===== config.mk =====
export PLATFORM = sky130hd
export DESIGN_NAME = ir_frame_receiver_top
export DESIGN_NICKNAME = d
export VERILOG_FILES = /design/src/hdl/irfr_pkg.sv /design/src/hdl/ir_frame_receiver_top.sv /design/src/hdl/irfr_frame_buf.sv /design/src/hdl/irfr_ctrl.sv
export VERILOG_INCLUDE_DIRS = /design/src /design/src/hdl
export SDC_FILE = /design/constraint.sdc
export NUM_CORES = 1
export LEC_CHECK = 0
export BUFFER_PORTS_ARGS = -buffer_cell sky130_fd_sc_hd__buf_2
export CORE_ASPECT_RATIO = 1.5
export CORE_UTILIZATION = 55
export CTS_CLUSTER_SIZE = 16
export DETAILED_ROUTE_END_ITERATION = 8
export HOLD_SLACK_MARGIN = 0.02
export PLACE_DENSITY = 0.71
export SLEW_MARGIN = 15
export SYNTH_ARGS = -nofsm -noshare
export SYNTH_HDL_FRONTEND = slang
export SYNTH_SLANG_ARGS = --single-unit

===== constraint.sdc =====
create_clock -name clk_i -period 6.3 [get_ports clk_i]
set_input_delay 0.63 -clock clk_i [delete_from_list [all_inputs] [get_ports clk_i]]
set_output_delay 0.63 -clock clk_i [all_outputs]
set_load 0.02 [all_outputs]

===== src/hdl/ir_frame_receiver_top_defines.svh =====
// ----------------------------------------------------------------------------
// Assertion macros for the infrared frame receiver
// Shared concurrent assertion forms, clocked on clk_i and idle during reset.
// ----------------------------------------------------------------------------
`ifndef IR_FRAME_RECEIVER_TOP_DEFINES_SVH
`define IR_FRAME_RECEIVER_TOP_DEFINES_SVH

// Consequent checked in the same cycle as the antecedent.
`define IRFR_ASSERT_SAME(label, ante, cons) \
  label: assert property (@(posedge clk_i) disable iff (!rst_ni) (ante) |-> (cons)) \
    else $error("irfr same-cycle check failed");

// Consequent checked in the cycle after the antecedent.
`define IRFR_ASSERT_NEXT(label, ante, cons) \
  label: assert property (@(posedge clk_i) disable iff (!rst_ni) (ante) |=> (cons)) \
    else $error("irfr next-cycle check failed");

`endif


===== src/hdl/irfr_pkg.sv =====
// ----------------------------------------------------------------------------
// Infrared frame receiver package
// Receiver modes, register indexes, store write bundle and default sizes.
// ----------------------------------------------------------------------------
package irfr_pkg;

  localparam int FRAME_BYTES_DEF = 4;
  localparam int TIMER_BITS_DEF  = 16;

  // Width of the byte counter and of the store index carried between modules.
  localparam int BIDX_W = 3;

  localparam logic [15:0] START_MIN_RST  = 16'd800;
  localparam logic [15:0] DATA_DELAY_RST = 16'd400;
  localparam logic [15:0] HOP_TIMEOUT_RST = 16'd1200;

  typedef enum logic [2:0] {
    MODE_OFF    = 3'd0,
    MODE_READY  = 3'd1,
    MODE_START  = 3'd2,
    MODE_SAMPLE = 3'd3,
    MODE_EDGE   = 3'd4,
    MODE_FULL   = 3'd5
  } mode_e;

  typedef enum logic [1:0] {
    CFG_ENABLE      = 2'd0,
    CFG_START_MIN   = 2'd1,
    CFG_DATA_DELAY  = 2'd2,
    CFG_HOP_TIMEOUT = 2'd3
  } cfg_idx_e;

  // One byte written into the frame store.
  typedef struct packed {
    logic              we;
    logic [BIDX_W-1:0] idx;
    logic [7:0]        data;
  } store_wr_t;

endpackage


===== src/hdl/ir_frame_receiver_top.sv =====
// ----------------------------------------------------------------------------
// Infrared frame receiver, top level
// Decodes a one-wire infrared frame from per-cycle line samples and ticks.
// ----------------------------------------------------------------------------
// Each input word is one sample of the infrared line together with a timer
// tick strobe and a read request, and each one yields exactly one output word
// carrying the receiver status and, when a read took a full frame, the frame
// itself. The block sustains one word per clock cycle: a word is captured in
// an input register, goes through the edge, counter and bit-assembly logic
// combinationally, and lands in the result register. The input side keeps
// accepting words while a result waits to be taken, and stalls only when
// both the input register and the result register are occupied and the
// waiting result is not being taken in that cycle. Configuration writes are
// registered in the cycle they are accepted and are expected only while
// the block is idle; the port never stalls. After reset the receiver is off
// until enable is written with 1.
// ----------------------------------------------------------------------------
`include "ir_frame_receiver_top_defines.svh"

module ir_frame_receiver_top #(
  parameter int FRAME_BYTES = irfr_pkg::FRAME_BYTES_DEF,
  parameter int TIMER_BITS  = irfr_pkg::TIMER_BITS_DEF
) (
  input  logic        clk_i,
  input  logic        rst_ni,
  // Sample channel.
  input  logic        in_valid_i,
  output logic        in_ready_o,
  input  logic        line_level_i,
  input  logic        tick_i,
  input  logic        read_frame_i,
  // Result channel.
  output logic        out_valid_o,
  input  logic        out_ready_i,
  output logic        frame_valid_o,
  output logic [31:0] frame_data_o,
  output logic [2:0]  status_o,
  // Configuration write channel.
  input  logic        cfg_valid_i,
  output logic        cfg_ready_o,
  input  logic [1:0]  cfg_index_i,
  input  logic [15:0] cfg_data_i
);

  // Input register.
  logic in_valid_q;
  logic level_q, tick_q, read_q;

  // Result register.
  logic        out_valid_q;
  logic        frame_valid_q;
  logic [31:0] frame_data_q;
  logic [2:0]  status_q;

  logic                advance;
  logic                in_take;
  irfr_pkg::mode_e     mode_n;
  logic                frame_take;
  irfr_pkg::store_wr_t store_wr;
  logic [31:0]         frame_view;

  // The word in the input register moves on whenever the result register is
  // empty or is being emptied in this cycle.
  assign advance     = in_valid_q && (!out_valid_q || out_ready_i);
  assign in_ready_o  = !in_valid_q || advance;
  assign in_take     = in_valid_i && in_ready_o;
  assign cfg_ready_o = 1'b1;

  always_ff @(posedge clk_i or negedge rst_ni) begin
    if (!rst_ni) begin
      in_valid_q  <= 1'b0;
      out_valid_q <= 1'b0;
    end else begin
      if (in_take) begin
        in_valid_q <= 1'b1;
      end else if (advance) begin
        in_valid_q <= 1'b0;
      end
      if (advance) begin
        out_valid_q <= 1'b1;
      end else if (out_ready_i) begin
        out_valid_q <= 1'b0;
      end
    end
  end

  // Payload registers carry no reset.
  always_ff @(posedge clk_i) begin
    if (in_take) begin
      level_q <= line_level_i;
      tick_q  <= tick_i;
      read_q  <= read_frame_i;
    end
    if (advance) begin
      frame_valid_q <= frame_take;
      frame_data_q  <= frame_take ? frame_view : 32'd0;
      status_q      <= 3'(mode_n);
    end
  end

  irfr_ctrl #(
    .FrameBytes (FRAME_BYTES),
    .TimerBits  (TIMER_BITS)
  ) u_ctrl (
    .clk_i        (clk_i),
    .rst_ni       (rst_ni),
    .step_i       (advance),
    .line_level_i (level_q),
    .tick_i       (tick_q),
    .read_frame_i (read_q),
    .cfg_we_i     (cfg_valid_i),
    .cfg_index_i  (cfg_index_i),
    .cfg_data_i   (cfg_data_i),
    .mode_o       (mode_n),
    .frame_take_o (frame_take),
    .wr_o         (store_wr)
  );

  // The store is written only when a step actually advances.
  irfr_pkg::store_wr_t store_wr_gated;

  always_comb begin
    store_wr_gated    = store_wr;
    store_wr_gated.we = store_wr.we && advance;
  end

  irfr_frame_buf #(
    .FrameBytes (FRAME_BYTES)
  ) u_frame_buf (
    .clk_i   (clk_i),
    .wr_i    (store_wr_gated),
    .frame_o (frame_view)
  );

  assign out_valid_o   = out_valid_q;
  assign frame_valid_o = frame_valid_q;
  assign frame_data_o  = frame_data_q;
  assign status_o      = status_q;

  // A delivered frame always leaves the receiver ready for the next one.
  `IRFR_ASSERT_SAME(a_take_ready, out_valid_o && frame_valid_o, status_o == irfr_pkg::MODE_READY)
  // Frame data stays zero unless a frame was taken.
  `IRFR_ASSERT_SAME(a_data_zero, out_valid_o && !frame_valid_o, frame_data_o == 32'd0)
  // The input side stalls only with both registers full and the output held.
  `IRFR_ASSERT_SAME(a_stall_cause, !in_ready_o, in_valid_q && out_valid_q && !out_ready_i)
  // A word that advances always produces a result in the next cycle.
  `IRFR_ASSERT_NEXT(a_advance_out, advance, out_valid_q)

endmodule


===== src/hdl/irfr_frame_buf.sv =====
// ----------------------------------------------------------------------------
// Infrared frame receiver frame store
// Holds the received bytes and presents the assembled frame, with the byte
// written in the current cycle already visible.
// ----------------------------------------------------------------------------
module irfr_frame_buf #(
  parameter int FrameBytes = irfr_pkg::FRAME_BYTES_DEF
) (
  input  logic                clk_i,
  input  irfr_pkg::store_wr_t wr_i,
  output logic [31:0]         frame_o
);

  localparam int IdxW = (FrameBytes > 1) ? $clog2(FrameBytes) : 1;

  logic [7:0] store_q [FrameBytes];
  logic [7:0] view    [FrameBytes];

  always_ff @(posedge clk_i) begin
    if (wr_i.we) begin
      store_q[wr_i.idx[IdxW-1:0]] <= wr_i.data;
    end
  end

  // The first byte lands in the most significant position; for long frames
  // only the last four bytes remain.
  always_comb begin
    frame_o = '0;
    for (int i = 0; i < FrameBytes; i++) begin
      view[i] = (wr_i.we && (wr_i.idx == irfr_pkg::BIDX_W'(i))) ? wr_i.data : store_q[i];
      frame_o = {frame_o[23:0], view[i]};
    end
  end

endmodule


===== src/hdl/irfr_ctrl.sv =====
// ----------------------------------------------------------------------------
// Infrared frame receiver control
// Mode machine, tick counter, bit assembly and configuration registers.
// ----------------------------------------------------------------------------
module irfr_ctrl #(
  parameter int FrameBytes = irfr_pkg::FRAME_BYTES_DEF,
  parameter int TimerBits  = irfr_pkg::TIMER_BITS_DEF
) (
  input  logic                clk_i,
  input  logic                rst_ni,
  input  logic                step_i,
  input  logic                line_level_i,
  input  logic                tick_i,
  input  logic                read_frame_i,
  input  logic                cfg_we_i,
  input  logic [1:0]          cfg_index_i,
  input  logic [15:0]         cfg_data_i,
  output irfr_pkg::mode_e     mode_o,
  output logic                frame_take_o,
  output irfr_pkg::store_wr_t wr_o
);

  localparam int CmpW = ((TimerBits > 16) ? TimerBits : 16) + 1;
  localparam int BW   = irfr_pkg::BIDX_W;

  irfr_pkg::mode_e        mode_q, mode_d;
  logic                   prev_q;
  logic [TimerBits-1:0]   cnt_q, cnt_d, cnt_dec;
  logic [2:0]             bit_q, bit_d;
  logic [7:0]             shift_q, shift_d, shift_smp;
  logic [BW-1:0]          bidx_q, bidx_d, bidx_inc;
  logic [15:0]            start_min_q, data_delay_q, hop_q;

  logic                   edge_seen, acted;
  logic [CmpW-1:0]        cnt_ext, lo_ext, hi_ext, dd_ext, hop_ext;

  assign edge_seen = (line_level_i != prev_q);
  assign cnt_ext   = CmpW'(cnt_q);
  assign lo_ext    = CmpW'(start_min_q);
  assign dd_ext    = CmpW'(data_delay_q);
  assign hop_ext   = CmpW'(hop_q);
  assign hi_ext    = lo_ext + dd_ext;
  assign cnt_dec   = (cnt_q != '0) ? (cnt_q - TimerBits'(1)) : cnt_q;
  assign shift_smp = shift_q | (8'(line_level_i) << (3'd7 - bit_q));
  assign bidx_inc  = bidx_q + BW'(1);

  // Edge first; a tick only counts when the edge left mode and counter alone.
  // The read request is handled last, so a frame completed by this cycle's
  // sample can already be taken.
  always_comb begin
    mode_d       = mode_q;
    cnt_d        = cnt_q;
    bit_d        = bit_q;
    shift_d      = shift_q;
    bidx_d       = bidx_q;
    acted        = 1'b0;
    frame_take_o = 1'b0;
    wr_o         = '0;
    wr_o.idx     = bidx_q;
    wr_o.data    = shift_smp;

    if (edge_seen) begin
      if (mode_q == irfr_pkg::MODE_READY && !line_level_i) begin
        mode_d = irfr_pkg::MODE_START;
        cnt_d  = '0;
        acted  = 1'b1;
      end else if (mode_q == irfr_pkg::MODE_START && line_level_i) begin
        if (cnt_ext > lo_ext && cnt_ext < hi_ext) begin
          mode_d = irfr_pkg::MODE_SAMPLE;
          cnt_d  = dd_ext[TimerBits-1:0];
        end else begin
          mode_d = irfr_pkg::MODE_READY;
          cnt_d  = '0;
        end
        acted = 1'b1;
      end else if (mode_q == irfr_pkg::MODE_EDGE) begin
        mode_d = irfr_pkg::MODE_SAMPLE;
        cnt_d  = dd_ext[TimerBits-1:0];
        acted  = 1'b1;
      end
    end

    if (tick_i && !acted) begin
      if (mode_q == irfr_pkg::MODE_START) begin
        if (cnt_q != '1) begin
          cnt_d = cnt_q + TimerBits'(1);
        end
      end else if (mode_q == irfr_pkg::MODE_SAMPLE || mode_q == irfr_pkg::MODE_EDGE) begin
        cnt_d = cnt_dec;
        if (cnt_dec == '0) begin
          if (mode_q == irfr_pkg::MODE_SAMPLE) begin
            shift_d = shift_smp;
            if (bit_q == 3'd7) begin
              wr_o.we = (bidx_q < BW'(FrameBytes));
              bidx_d  = bidx_inc;
              if (bidx_inc >= BW'(FrameBytes)) begin
                mode_d = irfr_pkg::MODE_FULL;
              end else begin
                bit_d   = '0;
                shift_d = '0;
                mode_d  = irfr_pkg::MODE_EDGE;
                cnt_d   = hop_ext[TimerBits-1:0];
              end
            end else begin
              bit_d  = bit_q + 3'd1;
              mode_d = irfr_pkg::MODE_EDGE;
              cnt_d  = hop_ext[TimerBits-1:0];
            end
          end else begin
            mode_d  = irfr_pkg::MODE_READY;
            bit_d   = '0;
            shift_d = '0;
            bidx_d  = '0;
          end
        end
      end
    end

    if (read_frame_i && mode_d == irfr_pkg::MODE_FULL) begin
      frame_take_o = 1'b1;
      bit_d        = '0;
      shift_d      = '0;
      bidx_d       = '0;
      cnt_d        = '0;
      mode_d       = irfr_pkg::MODE_READY;
    end

    mode_o = mode_d;
  end

  // The receiver is enabled exactly when the mode is not off, so the enable
  // bit needs no register of its own.
  always_ff @(posedge clk_i or negedge rst_ni) begin
    if (!rst_ni) begin
      mode_q       <= irfr_pkg::MODE_OFF;
      prev_q       <= 1'b1;
      cnt_q        <= '0;
      bit_q        <= '0;
      shift_q      <= '0;
      bidx_q       <= '0;
      start_min_q  <= irfr_pkg::START_MIN_RST;
      data_delay_q <= irfr_pkg::DATA_DELAY_RST;
      hop_q        <= irfr_pkg::HOP_TIMEOUT_RST;
    end else if (cfg_we_i) begin
      case (cfg_index_i)
        irfr_pkg::CFG_ENABLE: begin
          if (!cfg_data_i[0] || mode_q == irfr_pkg::MODE_OFF) begin
            mode_q  <= cfg_data_i[0] ? irfr_pkg::MODE_READY : irfr_pkg::MODE_OFF;
            cnt_q   <= '0;
            bit_q   <= '0;
            shift_q <= '0;
            bidx_q  <= '0;
          end
        end
        irfr_pkg::CFG_START_MIN:   start_min_q  <= cfg_data_i;
        irfr_pkg::CFG_DATA_DELAY:  data_delay_q <= cfg_data_i;
        irfr_pkg::CFG_HOP_TIMEOUT: hop_q        <= cfg_data_i;
        default: ;
      endcase
    end else if (step_i) begin
      mode_q  <= mode_d;
      prev_q  <= line_level_i;
      cnt_q   <= cnt_d;
      bit_q   <= bit_d;
      shift_q <= shift_d;
      bidx_q  <= bidx_d;
    end
  end

endmodule


==> flow_summary.ini <==
[sta]
hold_slack_ns = 0.253
fin_setup_tns_ns = 0
layout_worst_path_cycle_share_pct = 91.0
worst_pin_slew_ns = 1.10
skew_ns = 0.0124
rsz0062_at_grt = no
max_freq_mhz = 174
relSlewSlack_pct = 26.7
min_period_ns = 5.73
hold_viol = 0
finalMaxSlewViolations = 0
final-setup-viol-count = 0

[cts]
hold_buffers = 0
cts-htree-levels = 4
cts_root_buf = clkbuf_16
cts_buffers = 17
cts.path.max_buffers = 2
cts_tree = done
clock-sinks = 155
post_cts_resized = 0
cts_setup_buffers = 0
clk_latency_ns = 0.43
clk_pin_slew_ns = 0.07

[finish]
fin_nets = 1045
drive_above_1_share_pct = 20.3
fillers = 1378
syn_to_final_growth_pct = 11.7
diodes = 0

[critical_path]
path_depth = 23
cp_slowest_cell = o41ai_1
start_kind = flip-flop
crit_path_end_kind = flip-flop
crit_required_ns = 6.62
cpMostUsedCell = a21oi_1
path_max_fanout = 9
arrival_ns = 6.05
crit_chain = ha_1, a21o_1, a21oi_1, nor2b_1, o21ai_0, a21oi_1, a41o_1, o41ai_1, o2111ai_1, a21oi_1, xor2_1, ha_1, a211oi_1, nor3_1, nor4_1, a21oi_1, o211ai_1, or3_1, nand4_1, inv_1, o21ai_2, nor2_1, a221o_1
slowest_delay_ns = 0.57
path_delay_family = compound AO/OA/AOI/OAI gates
crit_buf_inv = 1
crit_type = reg -> reg
ff2ff_path_depth = 23

[power_and_ir_drop]
leakagePower_nw = 4.46
p_switching_mw = 1.62
p_clk_share_pct = 26.5
ir_drop_mv = 0.180
combPwrFrac_pct = 36.6
p_sw_share_pct = 41.2
seqPwrFrac_pct = 36.9
powerDensity_mw_per_mm2 = 378
p_int_mw = 2.32

[hold_path]
holdCritPathClass = in -> async

[floorplan]
die_area_sq_mm = 0.0175
floorplan.initialDensity_pct = 56.0
core_sq_mm = 0.0167
rows = 58
dieHeight_um = 162
die_w_um = 108
pin_count = 65

[drt]
via_count = 7600
vias_per_cell = 6.41
drt_iter0_drc = 827
drc = 0
drt.antenna.violating_nets = 0
first_pass_iters = 6
wl_per_cell_um = 21.8
wl_um = 25900

[synthesis]
ys.flop_type = dfrtp_1
netlist_area_sq_mm = 0.00934
yosysSeqAreaShare_pct = 45.5
yosysWarnings = 0
syn-num-nets = 992
synthArstFlopShare_pct = 54.2
yosys-top-cells-count = nand2_1, dfrtp_1, nor2_1, edfxtp_1, ha_1
synth.largest_area_cell = edfxtp_1
synth-edff-count = 71
ys_types = 80
syn_avg_cell_area_sq_um = 10.3
ys_ff_latch = 155
synthTopCellsByArea = edfxtp_1, dfrtp_1, ha_1, mux2_2, nand2_1
synth_most_common_cell = nand2_1
synth_top_area_share_pct = 22.8
syn_inst = 910

[flow_run]
drv_cap = 0

[grt]
antenna_found_initial = 0
grt_pass1_wl_um = 41000
overflow = 0
grt_max_degree = 85
grt_pass1_vias = 7379
grtUsageTotal_pct = 31.4

[placement]
portBuffers = 63
hpwl_um = 18600
gp_congestion = 0.995

[status]
status = complete, no violations
-- through the flow --
step	utilization, %	std cells	total power, mW	instance area, sq um	worst slack [ns]
finish	62.5	1186	3.94	10400	0.567
global route	62.5	1186	4.16	10400	0.0698
CTS	62.5	1186	3.90	10400	0.659
detailed placement	58.9	1154	2.86	9830	0.720
global placement	58.9	1154	2.84	9830	0.864
floorplan	-	910	2.46	9340	1.58
-- cell type report --
type / instances / area, sq um / area share, %
Clock inverter: 15 / 175 / 1.68
Inverter: 44 / 168 / 1.61
Clock buffer: 17 / 425 / 4.08
Sequential cell: 155 / 4250 / 40.7
Tap cell: 210 / 263 / 2.52
Timing Repair Buffer: 75 / 412 / 3.94
Multi-Input combinational cell: 670 / 4750 / 45.5
-- cell usage in the layout, fill, tap and decap left out, drive strengths merged, types with 14 or more instances in the layout --
master and n:
buf 75, dfrtp 73, nand3 26, nand2 78
nor4 14, edfxtp 71, nor2 73, nor3 15
nand2b 14, xor2 15, a31oi 14, clkbuf 17
mux2 49, mux2i 21, and2 33, o21ai 53
a21oi 49, inv 49, ha 55
-- flip-flops by register name, summed over array words and instances, names as in the netlist --
| name | cells |
|---|---|
| out_valid_o | 1 |
| u_ctrl.cnt_q | 16 |
| read_q | 1 |
| u_ctrl.start_min_q | 16 |
| u_frame_buf.store_q | 32 |
| u_ctrl.bit_q | 3 |
| frame_data_o | 32 |
| frame_valid_o | 1 |
| u_ctrl.mode_q | 3 |
| level_q | 1 |
| u_ctrl.prev_q | 1 |
| u_ctrl.hop_q | 16 |
| tick_q | 1 |
| u_ctrl.bidx_q | 3 |
| status_o | 3 |
| u_ctrl.shift_q | 8 |
| in_valid_q | 1 |
| u_ctrl.data_delay_q | 16 |
-- kinds of logic (layout without fill, tap and decap cells) --
group / after synthesis / in the layout / share of synthesized area (%)
mux: 70 / 70 / 8.16
fa+ha+maj: 56 / 56 / 7.58
xor+xnor: 26 / 26 / 2.44
flops: 155 / 155 / 45.5
buf+inv: 85 / 151 / 3.76
compound gates: 207 / 207 / 14.9
other cells: 1 / 1 / 0.0401
simple gates: 310 / 310 / 17.6
-- power by group through the flow --
stage	sequential [mW]	combinational, mW	clock [mW]
global route	1.47	1.60	1.09
global placement	1.46	1.38	0
finish	1.46	1.44	1.05
detailed placement	1.46	1.40	0
CTS	1.44	1.41	1.05
floorplan	1.34	1.12	0
-- worst paths after layout --
path	start	endpoint	slack, ns
worst max-delay path	u_ctrl.data_delay_q[1]	u_ctrl.cnt_q[9]	0.57
worst min-delay path	rst_ni	in_valid_q	0.25
worst max register to register	u_ctrl.data_delay_q[1]	u_ctrl.cnt_q[9]	0.57
worst min register to register	u_ctrl.shift_q[0]	u_ctrl.shift_q[0]	0.50
max in group asynchronous	rst_ni	u_ctrl.data_delay_q[12]	5.52
min in group clk_i	tick_i	tick_q	0.38
-- routing by layer --
metal	GRT usage (%)	share of wire (%)	vias to the layer above
met2	55.3	52	385
met1	34.9	35	3624
met3	4.44	6.2	119
met4	19.7	6.5	0
met5	0	0	-
li1	-	-	3472
Note: power is estimated with default switching activity, not from simulation.
